File: src/hw/rtl/irt_pkg.sv
// Shared types and constants of the IPv4 route table.
// No dependencies; the top level and irt_cell import this package.
`default_nettype none
package irt_pkg;

	localparam int TABLE_DEPTH_DEF = 128;

	typedef enum logic [1:0] {
		CMD_ADD     = 2'd0,
		CMD_DEL     = 2'd1,
		CMD_LOOKUP  = 2'd2,
		CMD_DEFAULT = 2'd3
	} cmd_t;

	typedef enum logic [1:0] {
		ST_OK    = 2'd0,
		ST_FULL  = 2'd1,
		ST_EMPTY = 2'd2,
		ST_MISS  = 2'd3
	} status_t;

	typedef enum logic [1:0] {
		S_IDLE,
		S_SCAN,
		S_FLUSH
	} state_t;

	typedef struct packed {
		logic        valid;
		logic [31:0] dest;
		logic [31:0] mask;
		logic [31:0] gateway;
		logic [47:0] mac;
		logic [7:0]  metric;
		logic        dflt;
	} entry_t;

endpackage
`default_nettype wire

File: src/hw/rtl/irt_cell.sv
// One route entry of the rotating table; passes its entry on when shifted.
// Depends on irt_pkg.
`default_nettype none
module irt_cell import irt_pkg::*; (
	input  wire logic   clk,
	input  wire logic   arst_n,
	input  wire logic   shift,
	input  wire entry_t d,
	output entry_t      q
);

	logic valid_q;
	entry_t data_q;

	always_ff @(posedge clk or negedge arst_n) begin
		if (!arst_n) begin
			valid_q <= 1'b0;
		end else if (shift) begin
			valid_q <= d.valid;
		end
	end

	always_ff @(posedge clk) begin
		if (shift) begin
			data_q <= d;
		end
	end

	always_comb begin
		q = data_q;
		q.valid = valid_q;
	end

endmodule
`default_nettype wire
File: config.mk
export PLATFORM = sky130hd
export DESIGN_NAME = irt_cell
export DESIGN_NICKNAME = d
export VERILOG_FILES = /design/src/hw/rtl/irt_pkg.sv /design/src/hw/rtl/irt_cell.sv
export SDC_FILE = /design/constraint.sdc
export NUM_CORES = 1
export LEC_CHECK = 0
export ABC_CLOCK_PERIOD_IN_PS = 800
export BUFFER_PORTS_ARGS = -buffer_cell sky130_fd_sc_hd__buf_2
export CAP_MARGIN = 10
export CORE_AREA = 4 4 142 144
export CTS_BUF_LIST = sky130_fd_sc_hd__clkbuf_4
export CTS_CLUSTER_SIZE = 10
export DETAILED_ROUTE_END_ITERATION = 10
export DIE_AREA = 0 0 146 148
export SYNTH_ARGS = -nofsm -noshare
export SYNTH_HDL_FRONTEND = slang
export SYNTH_SLANG_ARGS = --single-unit
export TNS_END_PERCENT = 1
File: constraint.sdc
create_clock -name clk -period 0.8 [get_ports clk]
set_input_delay 0 -clock clk [delete_from_list [all_inputs] [get_ports clk]]
set_output_delay 0 -clock clk [all_outputs]
set_load 0.02 [all_outputs]
==> results of run 1 <==
-- synthesized netlist by cell type --
cell	count
edfxtp_1	153
mux2_4	1
dfrtp_1	1
buf_4	1
-- logic make-up after synthesis --
family,after synthesis,synth area share (%)
buffers and inverters,1,0.162
DFF,154,99.5
muxes,1,0.323
-- through the flow --
stage          hold slack (ps)  utilization (%)  instances  TNS [ps]  area [µm²]
3_3_place_gp              -224             35.2        709         0        6590
3_5_place_dp              -224             35.2        709     -24.7        6590
2_1_floorplan             -296                -        156         0        4640
==> results_dict.tcl, run 1 <==
set metrics [dict create \
    numPortBuffers 310 \
    ys_ff_latch 154 \
    floorplan.initialDensity_pct 24.8 \
    syn_avg_cell_area_um2 29.8 \
    cts_hold_buf 149 \
    fp-row-count 50 \
    boundaryPins 311 \
    clockBufferDepth 2 \
    synth-seq-area-share_pct 99.5 \
    synth.distinct_cells 4 \
    root_buffer "clkbuf_4" \
    ys.warnings.count 0 \
    post_cts.repair.setup_buffers 0 \
    synth_largest_area_cell "edfxtp_1" \
    hpwl_um 9510 \
    cts-buffers-inserted 17 \
    die_h_um 148 \
    synthCells 156 \
    stop_stage "clock tree synthesis" \
    ys_top_cells_by_area "edfxtp_1, dfrtp_1, mux2_4" \
    synth_nets 313 \
    outcome "did not finish" \
    synth_top_area_share_pct 99.0 \
    htree_levels 4 \
    cts_resized 10 \
    die_x_um 146 \
    syn-cell-area_um2 4640 \
    gp_congestion 0.768 \
    stop_error "[ERROR RSZ-0060] Max buffer count reached." \
    clock_sinks 154 \
    post-place-ws_ps -1.99 \
]
==> run 2: changes to the inputs <==
==> config.mk (replaced) <==
export PLATFORM = sky130hd
export DESIGN_NAME = irt_cell
export DESIGN_NICKNAME = d
export VERILOG_FILES = /design/src/hw/rtl/irt_pkg.sv /design/src/hw/rtl/irt_cell.sv
export SDC_FILE = /design/constraint.sdc
export NUM_CORES = 1
export LEC_CHECK = 0
export ABC_CLOCK_PERIOD_IN_PS = 1000
export BUFFER_PORTS_ARGS = -buffer_cell sky130_fd_sc_hd__buf_2
export CAP_MARGIN = 10
export CORE_AREA = 4 4 158 160
export DETAILED_ROUTE_END_ITERATION = 10
export DIE_AREA = 0 0 162 164
export PLACE_DENSITY_LB_ADDON = 0.15
export SYNTH_ARGS = -nofsm -noshare
export SYNTH_HDL_FRONTEND = slang
export SYNTH_SLANG_ARGS = --single-unit
export TNS_END_PERCENT = 1
==> constraint.sdc (replaced) <==
create_clock -name clk -period 1 [get_ports clk]
set_input_delay 0 -clock clk [delete_from_list [all_inputs] [get_ports clk]]
set_output_delay 0 -clock clk [all_outputs]
set_load 0.02 [all_outputs]
==> results_dict.tcl, run 2 <==
set metrics [dict create \
    critPathLaunch "q[0]" \
    fin_nets 808 \
    synthCells 156 \
    die_x_um 162 \
    syn-cell-area_um2 4640 \
    synth.distinct_cells 4 \
    wl_per_cell_um 14.5 \
    slowest_stage "edfxtp_1" \
    outcome "completed" \
    cp_top_family "flip-flops" \
    fp-row-count 56 \
    drive_above_1_share_pct 52.7 \
    dpl.cell_count 794 \
    ant_nets 0 \
    hold_path_class "primary input to register" \
    synth_top_area_share_pct 99.0 \
    slew_violations 0 \
    pwr-share-comb_pct 12.9 \
    dieArea_um2 26600 \
    hold_start "d[139]" \
    antenna_found_initial 0 \
    arrival_ps 970 \
    switching_share_pct 22.8 \
    synth_nets 313 \
    max_stage_delay_ps 410 \
    finalNonFillerCells 983 \
    drt-initial-drc-count 134 \
    path_clk_slew_ps 70 \
    fin_crit_sh_pct 96.9 \
    critical_path_class "register to output pin" \
    clock_sinks 154 \
    required_ps 1000 \
    cts-buffers-inserted 17 \
    fin_crit_ps 969 \
    synth-seq-area-share_pct 99.5 \
    ys.warnings.count 0 \
    final_cell_mix "buf_2, dlygate4sd3_1, edfxtp_1" \
    finalHoldViolations 0 \
    cts_tree "built" \
    core_area_um2 23400 \
    grt_max_degree 39 \
    pwr-share-seq_pct 45.8 \
    die_h_um 164 \
    cp-start-kind "register" \
    clock_skew_ps 0 \
    synth-async-reset-ratio_pct 0.649 \
    max_cap_viol_count 0 \
    clockBufferDepth 2 \
    internal_power_mw 13.1 \
    gp_congestion 0.708 \
    synth_largest_area_cell "edfxtp_1" \
    vdd_drop_max_v 0.000870 \
    placed_area_um2 6690 \
    drc 0 \
    boundaryPins 311 \
    slew_headroom_pct 86.0 \
    clk_latency_ps 410 \
    p_clk_share_pct 41.3 \
    timing.hold.ws_ps 295 \
    ys_top_cells_by_area "edfxtp_1, dfrtp_1, mux2_4" \
    end_kind "output pin" \
    ys_ff_latch 154 \
    drt_first_pass_iters 4 \
    hpwl_um 10300 \
    p_leak_nw 3.78 \
    root_buffer "clkbuf_16" \
    p_per_area_nw_per_um2 1900 \
    grt-ovfl-total 0 \
    post_cts.repair.setup_buffers 0 \
    power.switching_mw 3.88 \
    grt_use_total_pct 10.4 \
    worst-path-max-fanout 1 \
    floorplan.initialDensity_pct 19.8 \
    r2r_start "valid_q" \
    worst_pin_slew_ps 210 \
    numPortBuffers 310 \
    grt_pass1_vias 3799 \
    synth.most_common_cell "edfxtp_1" \
    setup_viol 0 \
    synth_ff_type "edfxtp_1" \
    syn_avg_cell_area_um2 29.8 \
    antenna_cells 0 \
    crit_buf_inv 1 \
    rsz0062_at_grt "true" \
    synthTopCellsByCount "edfxtp_1, buf_4, dfrtp_1, mux2_4" \
    final_cell_area_um2 8980 \
    grt_pass1_wl_um 21000 \
    syn2layout_area_growth_pct 93.4 \
    viasPerCell 3.49 \
    layout_commonest_cell "buf_2" \
    via_count 3429 \
    fmax_mhz 1030 \
    fin_util_pct 38.4 \
    synth_edf_count 153 \
    htree_levels 4 \
    largest_reg_flops 153 \
    crit_chain "buf_6" \
    routed_wl_um 14300 \
]
run 2: path summary, 6_finish.rpt:
kind | slack, ps | endpoint | depth (start not counted)
min reg2reg | 550 | valid_q | 1
max reg2reg | 230 | valid_q | 1
max in group asynchronous | 460 | valid_q | 3
max | 30 | q[0] | 1
min in group asynchronous | 420 | valid_q | 3
min | 300 | q[139] | 2
run 2: repair_timing:
action / CTS / global route
hold buffers: 157 / 0
hold endpoints to repair: 160 / 0
resized for setup: 7 / 15
setup endpoints to repair: 6 / 53
run 2: metrics by stage:
stage	total power, mW	setup WS, ps	TNS (ps)
after floorplan	8.63	271	0
after global placement	9.62	175	0
after detailed placement	9.62	168	0
after CTS	17.3	-13.9	-39.5
after global routing	17.8	-31.7	-617
final	17.0	31.1	0
run 2: cell families after synthesis:
logic type	share of synthesized area, %
flip-flops	99.5
buffers and inverters	0.162
multiplexers	0.323
run 2: layout make-up:
cell class,instances,area (µm²)
Sequential cell,154,4620
Fill cell,2244,14400
Clock inverter,13,214
Timing Repair Buffer,477,3300
Clock buffer,19,433
Multi-Input combinational cell,1,15.0
Tap cell,319,399
run 2: per-layer routing:
metal | vias to the layer above | global-route usage (%) | wire (µm)
li1 | 1630 | - | -
met1 | 1619 | 11.5 | 5550
met2 | 172 | 18.0 | 7380
met3 | 8 | 4.72 | 1240
met4 | 0 | 2.92 | 127
met5 | - | 0 | 0
run 2: power by group through the flow:
stage          clock (mW)  sequential (mW)  combinational (mW)
6_report             7.04             7.80                2.19
5_1_grt              7.61             7.84                2.33
4_1_cts              7.32             7.80                2.20
3_5_place_dp            0             7.93                1.70
3_3_place_gp            0             7.93                1.69
2_1_floorplan           0             8.61              0.0180
Note: power is estimated with default switching activity, not from simulation.
